## config.mk

```make
export PLATFORM = sky130hd
export DESIGN_NAME = gyro_aided_two_wheel_odometry_flat
export DESIGN_NICKNAME = d
export VERILOG_FILES = /design/src/hdl/gaodo_pkg.sv /design/src/hdl/gaodo_in_if.sv /design/src/hdl/gaodo_out_if.sv /design/src/hdl/gaodo_cordic.sv /design/src/hdl/gaodo_mac.sv /design/src/hdl/gyro_aided_two_wheel_odometry.sv /design/src/flat_wrapper.sv
export VERILOG_INCLUDE_DIRS = /design/src /design/src/hdl
export SDC_FILE = /design/constraint.sdc
export NUM_CORES = 2
export LEC_CHECK = 0
export BUFFER_PORTS_ARGS = -buffer_cell sky130_fd_sc_hd__clkbuf_2
export CAP_MARGIN = 30
export CORE_MARGIN = 3
export CORE_UTILIZATION = 60
export DETAILED_ROUTE_END_ITERATION = 10
export PLACE_DENSITY = 0.77
export SYNTH_ARGS = -nofsm -noshare
export SYNTH_HDL_FRONTEND = slang
export SYNTH_SLANG_ARGS = --single-unit
```

## constraint.sdc

```tcl
create_clock -name clk_i -period 22.8 [get_ports clk_i]
set_input_delay 0 -clock clk_i [delete_from_list [all_inputs] [get_ports clk_i]]
set_output_delay 0 -clock clk_i [all_outputs]
set_load 0.02 [all_outputs]
```

## src/hdl/assert_macros.svh

```systemverilog
// Assertion helpers used by the RTL.
`ifndef ASSERT_MACROS_SVH
`define ASSERT_MACROS_SVH

// Checks a property on every rising edge while reset is released.
`define GAODO_ASSERT(lbl, clk, rst_n, prop, msg) \
  lbl: assert property (@(posedge clk) disable iff (!rst_n) prop) \
    else $error(msg);

// Checks that a condition never holds while reset is released.
`define GAODO_NEVER(lbl, clk, rst_n, cond, msg) \
  lbl: assert property (@(posedge clk) disable iff (!rst_n) !(cond)) \
    else $error(msg);

`endif

```

## src/hdl/gaodo_pkg.sv

```systemverilog
package gaodo_pkg;

  localparam int CORDIC_ITERATIONS_DEF = 16;
  localparam int COUNT_WIDTH_DEF = 16;

  localparam int HEAD_W = 13;
  localparam int POS_W = 48;
  localparam int SCALE_W = 24;
  localparam int CFG_W = 48;
  localparam int CFG_ADDR_W = 2;
  localparam int TRIG_W = 17;
  localparam int MUL_B_W = 18;
  localparam int CHUNK_W = 17;
  localparam int CHUNK_SEL_W = 2;
  localparam int CORDIC_XW = 33;
  localparam int CORDIC_ZW = 25;
  localparam int ATAN_W = 22;
  localparam int ROUND_SHIFT = 15;

  // Angles in 1/16 degree.
  localparam logic signed [13:0] FULL_TURN = 14'sd5760;
  localparam logic signed [13:0] HALF_TURN = 14'sd2880;
  localparam logic signed [13:0] QUARTER_TURN = 14'sd1440;
  localparam logic signed [13:0] WHEEL_A_MOUNT = 14'sd720;
  localparam logic signed [13:0] WHEEL_B_MOUNT = 14'sd2160;

  localparam logic signed [CORDIC_XW-1:0] CORDIC_GAIN = 33'sd652032874;
  localparam logic [SCALE_W-1:0] SCALE_RESET = 24'd65536;
  localparam logic signed [POS_W-1:0] POS_MAX = {1'b0, {(POS_W - 1){1'b1}}};
  localparam logic signed [POS_W-1:0] POS_MIN = {1'b1, {(POS_W - 1){1'b0}}};

  localparam logic [CFG_ADDR_W-1:0] CFG_HEADING_OFFSET = 2'd0;
  localparam logic [CFG_ADDR_W-1:0] CFG_COUNT_SCALE = 2'd1;
  localparam logic [CFG_ADDR_W-1:0] CFG_X_OFFSET = 2'd2;
  localparam logic [CFG_ADDR_W-1:0] CFG_Y_OFFSET = 2'd3;

  typedef struct packed {
    logic signed [TRIG_W-1:0] sin_v;
    logic signed [TRIG_W-1:0] cos_v;
  } trig_t;

  typedef struct packed {
    logic                   en;
    logic                   clr;
    logic [CHUNK_SEL_W-1:0] chunk;
  } mac_cmd_t;

  // Width of the sum of two count-by-trig products.
  function automatic int sum_w(input int cw);
    return cw + MUL_B_W;
  endfunction

  // Width of the multiplier's wide operand: a count or the scale factor.
  function automatic int mul_a_w(input int cw);
    return (cw > SCALE_W) ? cw : SCALE_W + 1;
  endfunction

  // Accumulator width that holds a product sum times the scale factor.
  function automatic int acc_w(input int cw);
    return sum_w(cw) + SCALE_W + 1;
  endfunction

  // Arctangent of 2^-i in degrees with 16 fraction bits.
  function automatic logic [ATAN_W-1:0] atan_deg(input logic [4:0] idx);
    logic [ATAN_W-1:0] v;
    unique case (idx)
      5'd0:    v = 22'd2949120;
      5'd1:    v = 22'd1740967;
      5'd2:    v = 22'd919879;
      5'd3:    v = 22'd466945;
      5'd4:    v = 22'd234379;
      5'd5:    v = 22'd117304;
      5'd6:    v = 22'd58666;
      5'd7:    v = 22'd29335;
      5'd8:    v = 22'd14668;
      5'd9:    v = 22'd7334;
      5'd10:   v = 22'd3667;
      5'd11:   v = 22'd1833;
      5'd12:   v = 22'd917;
      5'd13:   v = 22'd458;
      5'd14:   v = 22'd229;
      5'd15:   v = 22'd115;
      5'd16:   v = 22'd57;
      5'd17:   v = 22'd29;
      5'd18:   v = 22'd14;
      5'd19:   v = 22'd7;
      5'd20:   v = 22'd4;
      5'd21:   v = 22'd2;
      5'd22:   v = 22'd1;
      default: v = '0;
    endcase
    return v;
  endfunction

  // Offset minus heading, wrapped to (-180, 180] degrees.
  function automatic logic signed [HEAD_W-1:0] wrap_diff(input logic [HEAD_W-1:0] off,
                                                         input logic [HEAD_W-1:0] hd);
    logic signed [13:0] m;
    m = $signed({1'b0, off}) - $signed({1'b0, hd});
    if (m < 0) m = m + FULL_TURN;
    if (m < 0) m = m + FULL_TURN;
    if (m >= FULL_TURN) m = m - FULL_TURN;
    if (m > HALF_TURN) m = m - FULL_TURN;
    return m[HEAD_W-1:0];
  endfunction

  // Adds a wheel mounting angle to a wrapped heading and wraps again.
  function automatic logic signed [HEAD_W-1:0] wrap_mount(input logic signed [HEAD_W-1:0] w,
                                                          input logic signed [13:0] mnt);
    logic signed [13:0] m;
    m = 14'(w) + mnt;
    if (m > HALF_TURN) m = m - FULL_TURN;
    return m[HEAD_W-1:0];
  endfunction

  // Saturates a one-bit-grown difference to the position range.
  function automatic logic signed [POS_W-1:0] sat_pos(input logic signed [POS_W:0] v);
    logic signed [POS_W-1:0] r;
    if (v[POS_W] != v[POS_W-1]) begin
      r = v[POS_W] ? POS_MIN : POS_MAX;
    end else begin
      r = v[POS_W-1:0];
    end
    return r;
  endfunction

endpackage

```

## src/hdl/gaodo_in_if.sv

```systemverilog
interface gaodo_in_if #(
  parameter int COUNT_WIDTH = gaodo_pkg::COUNT_WIDTH_DEF
);
  logic                              valid;
  logic                              ready;
  logic signed [COUNT_WIDTH-1:0]     count_wheel_a;
  logic signed [COUNT_WIDTH-1:0]     count_wheel_b;
  logic [gaodo_pkg::HEAD_W-1:0]      heading;

  modport source (output valid, output count_wheel_a, output count_wheel_b,
                  output heading, input ready);
  modport sink (input valid, input count_wheel_a, input count_wheel_b,
                input heading, output ready);
endinterface

```

## src/hdl/gaodo_out_if.sv

```systemverilog
interface gaodo_out_if;
  logic                               valid;
  logic                               ready;
  logic signed [gaodo_pkg::POS_W-1:0]  pos_x;
  logic signed [gaodo_pkg::POS_W-1:0]  pos_y;
  logic signed [gaodo_pkg::HEAD_W-1:0] wrapped_heading;

  modport source (output valid, output pos_x, output pos_y,
                  output wrapped_heading, input ready);
  modport sink (input valid, input pos_x, input pos_y,
                input wrapped_heading, output ready);
endinterface

```

## src/hdl/gaodo_cordic.sv

```systemverilog
// Iterative rotation-mode CORDIC: one shift-add step per clock.
module gaodo_cordic #(
  parameter int ITERATIONS = gaodo_pkg::CORDIC_ITERATIONS_DEF
) (
  input  logic                               clk_i,
  input  logic                               rst_ni,
  input  logic                               start_i,
  input  logic signed [gaodo_pkg::HEAD_W-1:0] angle_i,
  output logic                               done_o,
  output gaodo_pkg::trig_t                   trig_o
);

  localparam int XW = gaodo_pkg::CORDIC_XW;
  localparam int ZW = gaodo_pkg::CORDIC_ZW;
  localparam int CntW = $clog2(ITERATIONS);
  localparam logic [CntW-1:0] CntLast = CntW'(ITERATIONS - 1);
  localparam int ROUND_SHIFT_FIX = gaodo_pkg::ROUND_SHIFT;

  logic                 busy_q, busy_d;
  logic                 done_q, done_d;
  logic                 flip_q, flip_d;
  logic [CntW-1:0]      cnt_q, cnt_d;
  logic signed [XW-1:0] x_q, x_d, y_q, y_d;
  logic signed [ZW-1:0] z_q, z_d;

  logic signed [13:0]   ang_w, ang_f;
  logic signed [XW-1:0] xs, ys;
  logic signed [ZW-1:0] t_s;
  logic signed [XW:0]   x_rnd, y_rnd;
  logic signed [XW-ROUND_SHIFT_FIX:0] x_r, y_r;
  logic signed [15:0]   c16, s16;

  // Fold the angle into [-90, 90] degrees; a folded angle's result is negated afterwards.
  always_comb begin
    ang_w = 14'(angle_i);
    flip_d = 1'b0;
    ang_f = ang_w;
    if (ang_w > gaodo_pkg::QUARTER_TURN) begin
      ang_f = ang_w - gaodo_pkg::HALF_TURN;
      flip_d = 1'b1;
    end else if (ang_w < -gaodo_pkg::QUARTER_TURN) begin
      ang_f = ang_w + gaodo_pkg::HALF_TURN;
      flip_d = 1'b1;
    end
  end

  always_comb begin
    xs = x_q >>> cnt_q;
    ys = y_q >>> cnt_q;
    t_s = ZW'(gaodo_pkg::atan_deg(5'(cnt_q)));
    busy_d = busy_q;
    cnt_d = cnt_q;
    x_d = x_q;
    y_d = y_q;
    z_d = z_q;
    done_d = 1'b0;
    if (start_i) begin
      busy_d = 1'b1;
      cnt_d = '0;
      x_d = gaodo_pkg::CORDIC_GAIN;
      y_d = '0;
      z_d = ZW'(ang_f) <<< 12;
    end else if (busy_q) begin
      if (!z_q[ZW-1]) begin
        x_d = x_q - ys;
        y_d = y_q + xs;
        z_d = z_q - t_s;
      end else begin
        x_d = x_q + ys;
        y_d = y_q - xs;
        z_d = z_q + t_s;
      end
      cnt_d = cnt_q + 1'b1;
      if (cnt_q == CntLast) begin
        busy_d = 1'b0;
        done_d = 1'b1;
      end
    end
  end

  always_ff @(posedge clk_i or negedge rst_ni) begin
    if (!rst_ni) begin
      busy_q <= 1'b0;
      done_q <= 1'b0;
    end else begin
      busy_q <= busy_d;
      done_q <= done_d;
    end
  end

  always_ff @(posedge clk_i) begin
    cnt_q <= cnt_d;
    x_q <= x_d;
    y_q <= y_d;
    z_q <= z_d;
    if (start_i) begin
      flip_q <= flip_d;
    end
  end

  // Round half up to Q1.15 and saturate to the 16-bit range.
  always_comb begin
    x_rnd = (XW + 1)'(x_q) + (XW + 1)'(1 << (ROUND_SHIFT_FIX - 1));
    y_rnd = (XW + 1)'(y_q) + (XW + 1)'(1 << (ROUND_SHIFT_FIX - 1));
    x_r = (XW - ROUND_SHIFT_FIX + 1)'(x_rnd >>> ROUND_SHIFT_FIX);
    y_r = (XW - ROUND_SHIFT_FIX + 1)'(y_rnd >>> ROUND_SHIFT_FIX);
    if (x_r > 32767) c16 = 16'sh7fff;
    else if (x_r < -32768) c16 = 16'sh8000;
    else c16 = x_r[15:0];
    if (y_r > 32767) s16 = 16'sh7fff;
    else if (y_r < -32768) s16 = 16'sh8000;
    else s16 = y_r[15:0];
    if (flip_q) begin
      trig_o.cos_v = -gaodo_pkg::TRIG_W'(c16);
      trig_o.sin_v = -gaodo_pkg::TRIG_W'(s16);
    end else begin
      trig_o.cos_v = gaodo_pkg::TRIG_W'(c16);
      trig_o.sin_v = gaodo_pkg::TRIG_W'(s16);
    end
  end

  assign done_o = done_q;

endmodule

```

## src/hdl/gaodo_mac.sv

```systemverilog
// Shared multiply-accumulate unit: a registered product, then a shifted add.
module gaodo_mac #(
  parameter int COUNT_WIDTH = gaodo_pkg::COUNT_WIDTH_DEF
) (
  input  logic                                  clk_i,
  input  logic                                  rst_ni,
  input  gaodo_pkg::mac_cmd_t                   cmd_i,
  input  logic signed [gaodo_pkg::mul_a_w(COUNT_WIDTH)-1:0] a_i,
  input  logic signed [gaodo_pkg::MUL_B_W-1:0]  b_i,
  output logic signed [gaodo_pkg::acc_w(COUNT_WIDTH)-1:0]   acc_o
);

  localparam int AW = gaodo_pkg::mul_a_w(COUNT_WIDTH);
  localparam int PW = AW + gaodo_pkg::MUL_B_W;
  localparam int ACCW = gaodo_pkg::acc_w(COUNT_WIDTH);

  gaodo_pkg::mac_cmd_t    cmd1_q;
  logic signed [PW-1:0]   prod_q, prod_d;
  logic signed [ACCW-1:0] acc_q, acc_d;
  logic signed [ACCW-1:0] addend;
  logic [5:0]             sh;

  assign prod_d = a_i * b_i;

  // Each chunk of a wide operand lands CHUNK_W bits further up.
  always_comb begin
    sh = 6'(cmd1_q.chunk) * 6'(gaodo_pkg::CHUNK_W);
    addend = ACCW'(prod_q) <<< sh;
    acc_d = acc_q;
    if (cmd1_q.en) begin
      acc_d = (cmd1_q.clr ? ACCW'(0) : acc_q) + addend;
    end
  end

  always_ff @(posedge clk_i or negedge rst_ni) begin
    if (!rst_ni) begin
      cmd1_q <= '0;
    end else begin
      cmd1_q <= cmd_i;
    end
  end

  always_ff @(posedge clk_i) begin
    prod_q <= prod_d;
    acc_q <= acc_d;
  end

  assign acc_o = acc_q;

endmodule

```

## src/hdl/gyro_aided_two_wheel_odometry.sv

```systemverilog
// Dead-reckoning odometry for two tracking wheels mounted at 45 and 135 degrees,
// aided by a gyro heading. Each input word carries two signed encoder deltas and
// a heading in 1/16 degree; each one produces exactly one output word with the X
// and Y positions (signed Q32.16 cm, accumulator minus origin offset, saturated)
// and the heading difference (offset minus heading) wrapped to (-180, 180] degrees.
// The work is done one word at a time: the input is not ready while a word is in
// flight, but a finished result waits in its own output register, so the next
// word may be taken while the previous result is still unclaimed. A result that finds
// the output register still occupied holds the sequencer until that register is
// claimed. The work is carried by the single shift-add CORDIC unit, run once per
// wheel angle at one iteration per clock, and by the single multiplier, which forms
// the four count-by-trig products and then multiplies each axis sum by the scale
// factor in 17-bit chunks. Configuration registers are written through the plain
// write port and should only change while no word is in flight. There is no
// clearing pass after reset; both accumulators start at zero.
`include "assert_macros.svh"

module gyro_aided_two_wheel_odometry #(
  parameter int CORDIC_ITERATIONS = gaodo_pkg::CORDIC_ITERATIONS_DEF,
  parameter int COUNT_WIDTH = gaodo_pkg::COUNT_WIDTH_DEF
) (
  input  logic                                 clk_i,
  input  logic                                 rst_ni,
  gaodo_in_if.sink                             in_i,
  gaodo_out_if.source                          out_o,
  input  logic                                 cfg_we_i,
  input  logic [gaodo_pkg::CFG_ADDR_W-1:0]     cfg_addr_i,
  input  logic [gaodo_pkg::CFG_W-1:0]          cfg_wdata_i
);

  localparam int HW = gaodo_pkg::HEAD_W;
  localparam int PSW = gaodo_pkg::POS_W;
  localparam int CHW = gaodo_pkg::CHUNK_W;
  localparam int BW = gaodo_pkg::MUL_B_W;
  localparam int SW = gaodo_pkg::sum_w(COUNT_WIDTH);
  localparam int AW = gaodo_pkg::mul_a_w(COUNT_WIDTH);
  localparam int ACCW = gaodo_pkg::acc_w(COUNT_WIDTH);
  localparam int NCH = (SW + CHW - 1) / CHW;
  localparam int SEW = NCH * CHW;
  localparam int SCW = ACCW - gaodo_pkg::ROUND_SHIFT;
  localparam int NW = ((SCW > PSW) ? SCW : PSW) + 1;

  // Multiply schedule for one axis, in steps of the step counter.
  localparam int ST_LAST = 5 + NCH;
  localparam int StW = $clog2(ST_LAST + 1);
  localparam logic [StW-1:0] ST_PROD_A = StW'(0);
  localparam logic [StW-1:0] ST_PROD_B = StW'(1);
  localparam logic [StW-1:0] ST_SUM = StW'(3);
  localparam logic [StW-1:0] ST_CHUNK0 = StW'(4);
  localparam logic [StW-1:0] ST_CHUNKN = StW'(3 + NCH);
  localparam logic [StW-1:0] ST_APPLY = StW'(ST_LAST);
  localparam logic [gaodo_pkg::CHUNK_SEL_W-1:0] TOP_CHUNK =
    gaodo_pkg::CHUNK_SEL_W'(NCH - 1);

  localparam logic [2:0] S_IDLE = 3'd0;
  localparam logic [2:0] S_CORD_A = 3'd1;
  localparam logic [2:0] S_CORD_B = 3'd2;
  localparam logic [2:0] S_MUL = 3'd3;
  localparam logic [2:0] S_OUT = 3'd4;

  // Configuration registers.
  logic [HW-1:0]                      head_off_q;
  logic [gaodo_pkg::SCALE_W-1:0]      scale_q;
  logic signed [PSW-1:0]              x_off_q, y_off_q;

  // Sequencer and accumulator state.
  logic [2:0]                         state_q, state_d;
  logic [StW-1:0]                     st_q, st_d;
  logic                               ax_q, ax_d;
  logic                               out_valid_q, out_valid_d;
  logic signed [PSW-1:0]              x_acc_q, x_acc_d, y_acc_q, y_acc_d;

  // Per-word working registers.
  logic signed [COUNT_WIDTH-1:0]      cnt_a_q, cnt_b_q;
  logic signed [HW-1:0]               w_q;
  gaodo_pkg::trig_t                   trig_a_q, trig_b_q;
  logic signed [SW-1:0]               sum_q;
  logic signed [PSW-1:0]              x_pos_q, y_pos_q;
  logic signed [HW-1:0]               head_q;

  logic                               accept;
  logic                               load_out;
  logic signed [HW-1:0]               w_new;
  logic                               cor_start;
  logic signed [HW-1:0]               cor_angle;
  logic                               cor_done;
  gaodo_pkg::trig_t                   cor_trig;

  gaodo_pkg::mac_cmd_t                mac_cmd;
  logic signed [AW-1:0]               mac_a;
  logic signed [BW-1:0]               mac_b;
  logic signed [ACCW-1:0]             mac_acc;

  logic [SEW-1:0]                     sum_u;
  logic [gaodo_pkg::CHUNK_SEL_W-1:0]  k;
  logic [5:0]                         k_sh;
  logic [CHW-1:0]                     chunk_raw;
  logic signed [ACCW-1:0]             acc_rnd;
  logic signed [SCW-1:0]              scaled;
  logic signed [NW-1:0]               acc_base, acc_new;
  logic [NW-PSW:0]                    acc_top;
  logic signed [PSW-1:0]              acc_sat;

  assign accept = in_i.valid && in_i.ready;
  assign in_i.ready = (state_q == S_IDLE);
  assign w_new = gaodo_pkg::wrap_diff(head_off_q, in_i.heading);

  // The first rotation starts with the accepted word; the second starts as soon
  // as the first one finishes.
  assign cor_start = accept || (state_q == S_CORD_A && cor_done);
  assign cor_angle = (state_q == S_IDLE) ?
                     gaodo_pkg::wrap_mount(w_new, gaodo_pkg::WHEEL_A_MOUNT) :
                     gaodo_pkg::wrap_mount(w_q, gaodo_pkg::WHEEL_B_MOUNT);

  gaodo_cordic #(
    .ITERATIONS (CORDIC_ITERATIONS)
  ) u_cordic (
    .clk_i   (clk_i),
    .rst_ni  (rst_ni),
    .start_i (cor_start),
    .angle_i (cor_angle),
    .done_o  (cor_done),
    .trig_o  (cor_trig)
  );

  gaodo_mac #(
    .COUNT_WIDTH (COUNT_WIDTH)
  ) u_mac (
    .clk_i  (clk_i),
    .rst_ni (rst_ni),
    .cmd_i  (mac_cmd),
    .a_i    (mac_a),
    .b_i    (mac_b),
    .acc_o  (mac_acc)
  );

  // The axis sum is fed to the multiplier in 17-bit chunks; only the top chunk
  // carries the sign.
  always_comb begin
    sum_u = SEW'(sum_q);
    k = gaodo_pkg::CHUNK_SEL_W'(st_q - ST_CHUNK0);
    k_sh = 6'(k) * 6'(CHW);
    chunk_raw = CHW'(sum_u >> k_sh);
  end

  // Multiplier command for the current step. X takes cosines, Y takes sines.
  always_comb begin
    mac_cmd = '0;
    mac_a = '0;
    mac_b = '0;
    if (state_q == S_MUL) begin
      if (st_q == ST_PROD_A) begin
        mac_cmd.en = 1'b1;
        mac_cmd.clr = 1'b1;
        mac_a = AW'(cnt_a_q);
        mac_b = ax_q ? BW'(trig_a_q.sin_v) : BW'(trig_a_q.cos_v);
      end else if (st_q == ST_PROD_B) begin
        mac_cmd.en = 1'b1;
        mac_a = AW'(cnt_b_q);
        mac_b = ax_q ? BW'(trig_b_q.sin_v) : BW'(trig_b_q.cos_v);
      end else if (st_q >= ST_CHUNK0 && st_q <= ST_CHUNKN) begin
        mac_cmd.en = 1'b1;
        mac_cmd.clr = (st_q == ST_CHUNK0);
        mac_cmd.chunk = k;
        mac_a = AW'($signed({1'b0, scale_q}));
        mac_b = (k == TOP_CHUNK) ? BW'($signed(chunk_raw)) : $signed({1'b0, chunk_raw});
      end
    end
  end

  // Round the scaled sum half up to Q.16 and fold it into the accumulator of the
  // current axis with saturation; Y is subtracted.
  always_comb begin
    acc_rnd = mac_acc + ACCW'(1 << (gaodo_pkg::ROUND_SHIFT - 1));
    scaled = SCW'(acc_rnd >>> gaodo_pkg::ROUND_SHIFT);
    acc_base = ax_q ? NW'(y_acc_q) : NW'(x_acc_q);
    acc_new = acc_base + (ax_q ? -NW'(scaled) : NW'(scaled));
    acc_top = acc_new[NW-1:PSW-1];
    if (!(&acc_top) && (|acc_top)) begin
      acc_sat = acc_new[NW-1] ? gaodo_pkg::POS_MIN : gaodo_pkg::POS_MAX;
    end else begin
      acc_sat = acc_new[PSW-1:0];
    end
  end

  assign load_out = (state_q == S_OUT) && (!out_valid_q || out_o.ready);

  // Sequencer.
  always_comb begin
    state_d = state_q;
    st_d = st_q;
    ax_d = ax_q;
    x_acc_d = x_acc_q;
    y_acc_d = y_acc_q;
    out_valid_d = out_valid_q;
    if (out_o.valid && out_o.ready) begin
      out_valid_d = 1'b0;
    end
    unique case (state_q)
      S_IDLE: begin
        if (accept) begin
          state_d = S_CORD_A;
        end
      end
      S_CORD_A: begin
        if (cor_done) begin
          state_d = S_CORD_B;
        end
      end
      S_CORD_B: begin
        if (cor_done) begin
          state_d = S_MUL;
          st_d = '0;
          ax_d = 1'b0;
        end
      end
      S_MUL: begin
        if (st_q == ST_APPLY) begin
          if (ax_q) begin
            y_acc_d = acc_sat;
            state_d = S_OUT;
          end else begin
            x_acc_d = acc_sat;
            ax_d = 1'b1;
            st_d = '0;
          end
        end else begin
          st_d = st_q + 1'b1;
        end
      end
      S_OUT: begin
        if (load_out) begin
          out_valid_d = 1'b1;
          state_d = S_IDLE;
        end
      end
      default: begin
        state_d = S_IDLE;
      end
    endcase
  end

  always_ff @(posedge clk_i or negedge rst_ni) begin
    if (!rst_ni) begin
      state_q <= S_IDLE;
      st_q <= '0;
      ax_q <= 1'b0;
      out_valid_q <= 1'b0;
      x_acc_q <= '0;
      y_acc_q <= '0;
    end else begin
      state_q <= state_d;
      st_q <= st_d;
      ax_q <= ax_d;
      out_valid_q <= out_valid_d;
      x_acc_q <= x_acc_d;
      y_acc_q <= y_acc_d;
    end
  end

  always_ff @(posedge clk_i or negedge rst_ni) begin
    if (!rst_ni) begin
      head_off_q <= '0;
      scale_q <= gaodo_pkg::SCALE_RESET;
      x_off_q <= '0;
      y_off_q <= '0;
    end else if (cfg_we_i) begin
      unique case (cfg_addr_i)
        gaodo_pkg::CFG_HEADING_OFFSET: head_off_q <= cfg_wdata_i[HW-1:0];
        gaodo_pkg::CFG_COUNT_SCALE:    scale_q <= cfg_wdata_i[gaodo_pkg::SCALE_W-1:0];
        gaodo_pkg::CFG_X_OFFSET:       x_off_q <= cfg_wdata_i[PSW-1:0];
        gaodo_pkg::CFG_Y_OFFSET:       y_off_q <= cfg_wdata_i[PSW-1:0];
        default: begin
        end
      endcase
    end
  end

  // Working and output payload registers.
  always_ff @(posedge clk_i) begin
    if (accept) begin
      cnt_a_q <= in_i.count_wheel_a;
      cnt_b_q <= in_i.count_wheel_b;
      w_q <= w_new;
    end
    if (state_q == S_CORD_A && cor_done) begin
      trig_a_q <= cor_trig;
    end
    if (state_q == S_CORD_B && cor_done) begin
      trig_b_q <= cor_trig;
    end
    if (state_q == S_MUL && st_q == ST_SUM) begin
      sum_q <= mac_acc[SW-1:0];
    end
    if (load_out) begin
      x_pos_q <= gaodo_pkg::sat_pos((PSW + 1)'(x_acc_q) - (PSW + 1)'(x_off_q));
      y_pos_q <= gaodo_pkg::sat_pos((PSW + 1)'(y_acc_q) - (PSW + 1)'(y_off_q));
      head_q <= w_q;
    end
  end

  assign out_o.valid = out_valid_q;
  assign out_o.pos_x = x_pos_q;
  assign out_o.pos_y = y_pos_q;
  assign out_o.wrapped_heading = head_q;

  `GAODO_NEVER(a_cordic_done_in_phase, clk_i, rst_ni, cor_done && state_q != S_CORD_A && state_q != S_CORD_B, "CORDIC finished outside a rotation phase")
  `GAODO_ASSERT(a_accept_starts_rotation, clk_i, rst_ni, accept |=> (state_q == S_CORD_A && !in_i.ready), "accepted word did not start the first rotation")
  `GAODO_NEVER(a_step_in_range, clk_i, rst_ni, st_q > ST_APPLY, "multiply step counter ran past its schedule")

endmodule
```

## src/flat_wrapper.sv

```systemverilog
// flat-port wrapper written by rule: the top's interface ports become plain ports
module gyro_aided_two_wheel_odometry_flat 
#(
  parameter int CORDIC_ITERATIONS = gaodo_pkg::CORDIC_ITERATIONS_DEF,
  parameter int COUNT_WIDTH = gaodo_pkg::COUNT_WIDTH_DEF
)
  (clk_i, rst_ni, cfg_we_i, cfg_addr_i, cfg_wdata_i, in_i_valid, in_i_count_wheel_a, in_i_count_wheel_b, in_i_heading, in_i_ready, out_o_valid, out_o_pos_x, out_o_pos_y, out_o_wrapped_heading, out_o_ready);
  gaodo_in_if #(.COUNT_WIDTH(COUNT_WIDTH)) in_i_i ();
  gaodo_out_if out_o_i ();
  input  logic clk_i;
  input  logic rst_ni;
  input  logic cfg_we_i;
  input  logic [gaodo_pkg::CFG_ADDR_W-1:0] cfg_addr_i;
  input  logic [gaodo_pkg::CFG_W-1:0] cfg_wdata_i;
  input wire logic [$bits(in_i_i.valid)-1:0] in_i_valid;
  input wire logic [$bits(in_i_i.count_wheel_a)-1:0] in_i_count_wheel_a;
  input wire logic [$bits(in_i_i.count_wheel_b)-1:0] in_i_count_wheel_b;
  input wire logic [$bits(in_i_i.heading)-1:0] in_i_heading;
  output wire logic [$bits(in_i_i.ready)-1:0] in_i_ready;
  output wire logic [$bits(out_o_i.valid)-1:0] out_o_valid;
  output wire logic [$bits(out_o_i.pos_x)-1:0] out_o_pos_x;
  output wire logic [$bits(out_o_i.pos_y)-1:0] out_o_pos_y;
  output wire logic [$bits(out_o_i.wrapped_heading)-1:0] out_o_wrapped_heading;
  input wire logic [$bits(out_o_i.ready)-1:0] out_o_ready;
  assign in_i_i.valid = in_i_valid;
  assign in_i_i.count_wheel_a = in_i_count_wheel_a;
  assign in_i_i.count_wheel_b = in_i_count_wheel_b;
  assign in_i_i.heading = in_i_heading;
  assign in_i_ready = in_i_i.ready;
  assign out_o_valid = out_o_i.valid;
  assign out_o_pos_x = out_o_i.pos_x;
  assign out_o_pos_y = out_o_i.pos_y;
  assign out_o_wrapped_heading = out_o_i.wrapped_heading;
  assign out_o_i.ready = out_o_ready;
  gyro_aided_two_wheel_odometry #(.CORDIC_ITERATIONS(CORDIC_ITERATIONS), .COUNT_WIDTH(COUNT_WIDTH)) u_core (.clk_i(clk_i), .rst_ni(rst_ni), .in_i(in_i_i), .out_o(out_o_i), .cfg_we_i(cfg_we_i), .cfg_addr_i(cfg_addr_i), .cfg_wdata_i(cfg_wdata_i));
endmodule
```

==> run metrics <==
Distinct cells, synth=116; max-cap viol count=0; Seq/Total Area, Yosys=28.1%; Max stage delay on crit path=0.80 ns; WHS Path Cells=4; post-route ant nets=0; CTS sink count=719; Post-Syn Area=67400 um2; EDFF count, synth=329; clock root buffer=clkbuf_16; CP startpoint kind=register; Mapped Nets=8478; multi-input logic area=44400 um2; leading area contributor after synthesis=edfxtp_1; Synth Instances=7485; Iter 0 DRT Violations=4940; Filler Cells Inserted=8971; wire per inst=20.9 um; DIE WIDTH=341 um; final wirelength=193000 um; initial antenna violation count=9; layout cell share with drive strength beyond 1=10.1%; post-synthesis async set-or-reset flop share=33.8%; worst r2r path cells=42; Worst Tran Pin Value=1.04 ns; Main synth FF type=edfxtp_1; kind of critical path=register to register; GP Congestion=0.985; Synth top area share=14.7%; Pre-antenna DRT Iters=7; top cells by area, synth=edfxtp_1 (15%), fa_1 (13%), dfrtp_1 (9.0%); cell mode on critical path=o21ai_0; commonest non-fill, non-tap cell in the layout=nand2_1; setup violators final=0; commonest non-fill, non-tap cells in the layout=nand2_1 (891), inv_1 (759), nor2_1 (577), a21oi_1 (472), fa_1 (450); die footprint=116000 um2; CTS H-tree lvls=3; Post-route DRC=0; I/O pins=211; RSZ-0062 raised after global routing=no; initial core utilization=60.6%; Critical Path Slowest Stage Cell=and2_1; warnings from Yosys=0; DR vias=55800; clk_skew=0.0388 ns; first-pass GRT wire length=301000 um; CTS buffer count=82; CP endpoint kind=register; Worst slew margin=30.4%; FP Rows=122; DP Wirelength=146000 um; Worst-path clk slew=0.06 ns; crit path time final=12.06 ns; final worst-path cycle share=52.9%; area grow syn2layout=9.31%; total congestion overflow=0; Register Area=18900 um2; Vias per Instance=6.06; layout net count=8632; core footprint=111000 um2; post-synthesis area per instance=9.00 um2; WP data required=23.35 ns; f_max=82.9 MHz; total track usage=32.7%; status=finished clean; setup TNS=0 ns; HP Class=input pin to register; Die Y=341 um; number of buffers added on ports=210; clk buf depth=3; vias in the first global route=54700; largest net degree at the start of global routing=156; post-CTS setup repair buffer count=0; Final Hold Vio Count=0; WP data arrival=12.61 ns; TritonCTS clock tree=done; #FFs+latches synth=719; Slew Limit Fails=0; Max FO, Critical Path=25; clock latency on the worst-skew pair=0.69 ns
[layer usage]
layer	GRT usage, %	up-vias	wire length [um]
met1	42.4	27100	76900
met2	52.8	2424	88500
li1	-	25800	-
met3	7.50	445	18200
met5	0.583	-	124
met4	13.6	6	8850
[worst max-delay path, delay by kind of cell (launching register included)]
kind / cells / cell delay (ns)
fa+ha+maj: 9 / 3.48
xor+xnor: 1 / 0.14
flops: 1 / 0.56
simple gates: 6 / 2.01
buf+inv: 6 / 1.03
compound gates: 20 / 4.72
[final timing paths]
path / start / end / slack, ns
setup / recovery: u_core.st_q[0] / u_core.u_mac.prod_q[39] / 10.74
hold / removal: cfg_addr_i[0] / u_core.head_off_q[2] / 0.04
setup reg to reg: u_core.st_q[0] / u_core.u_mac.prod_q[39] / 10.74
hold reg to reg: u_core.u_mac.acc_o[13] / u_core.sum_q[13] / 0.45
max in group asynchronous: rst_ni / u_core.y_off_q[1] / 20.80
min in group asynchronous: rst_ni / u_core.x_off_q[44] / 0.58
[timing repair]
item	in CTS	in global routing
hold buffers	90	0
gates resized for setup	0	0
endpoints found under the hold margin	259	0
[sequential cells by signal, summed over array words and instances (netlist names), 34 cells and up]
register,count
u_core.y_acc_q,48
u_core.u_mac.prod_q,43
u_core.out_o.pos_y,48
u_core.out_o.pos_x,48
u_core.x_acc_q,48
u_core.sum_q,34
u_core.trig_a_q,34
u_core.trig_b_q,34
u_core.x_off_q,48
u_core.y_off_q,48
u_core.u_mac.acc_o,59
[final cells by class]
type / count / area share, %
multi-input combinational: 5689 / 60.3
sequential: 719 / 25.7
inverter: 765 / 3.90
timing repair buffer: 382 / 3.60
clock buffer: 104 / 3.05
tap: 1488 / 2.53
clock inverter: 50 / 0.863
antenna: 8 / 0.0272
[per-stage QoR]
| step | std cells | hold WS (ns) | util, % | instance area [um2] | setup slack, ns |
|---|---|---|---|---|---|
| after floorplan | 7485 | -0.296 | - | 67400 | 13.23 |
| after global placement | 8948 | 0.136 | 62.8 | 69800 | 11.81 |
| after detailed placement | 8952 | 0.139 | 62.8 | 69800 | 11.22 |
| after CTS | 9196 | 0.00712 | 66.2 | 73600 | 10.99 |
| after global routing | 9197 | 0.0384 | 66.3 | 73600 | 9.90 |
| final | 9205 | 0.0357 | 66.3 | 73700 | 10.74 |
[kinds of logic after synthesis]
logic type / Yosys count / share of synthesized area [%]
AND/OR/NAND/NOR: 2280 / 15.5
AO/OA/AOI/OAI: 1532 / 14.0
buffers and inverters: 1077 / 6.11
adder cells (fa/ha/maj): 911 / 21.9
flip-flops: 719 / 28.1
XOR/XNOR: 556 / 7.31
multiplexers: 410 / 7.13
[cell usage after synthesis (32+ instances only)]
cell type and instances:
edfxtp_1 329, dfrtp_1 242, mux2i_1 166, nand3_1 140, a211oi_1 48, nor3_1 108, nor2b_1 128, and3_1 75
xnor2_1 363, mux2_2 209, o22ai_1 32, a21o_1 117, a21boi_0 36, xor2_1 189, nand2_1 891, nand2b_1 91
fa_1 450, ha_1 443, o21a_1 61, inv_1 760, nor2_1 582, a31oi_1 55, mux4_2 34, or3_1 47
dfxtp_1 147, a21oi_1 473, buf_1 42, clkbuf_1 257, o21bai_1 41, o21ai_0 423, and2_1 73
Power is not shown: default switching activity piles up to over one toggle a cycle in this logic, so the estimate is an artifact.
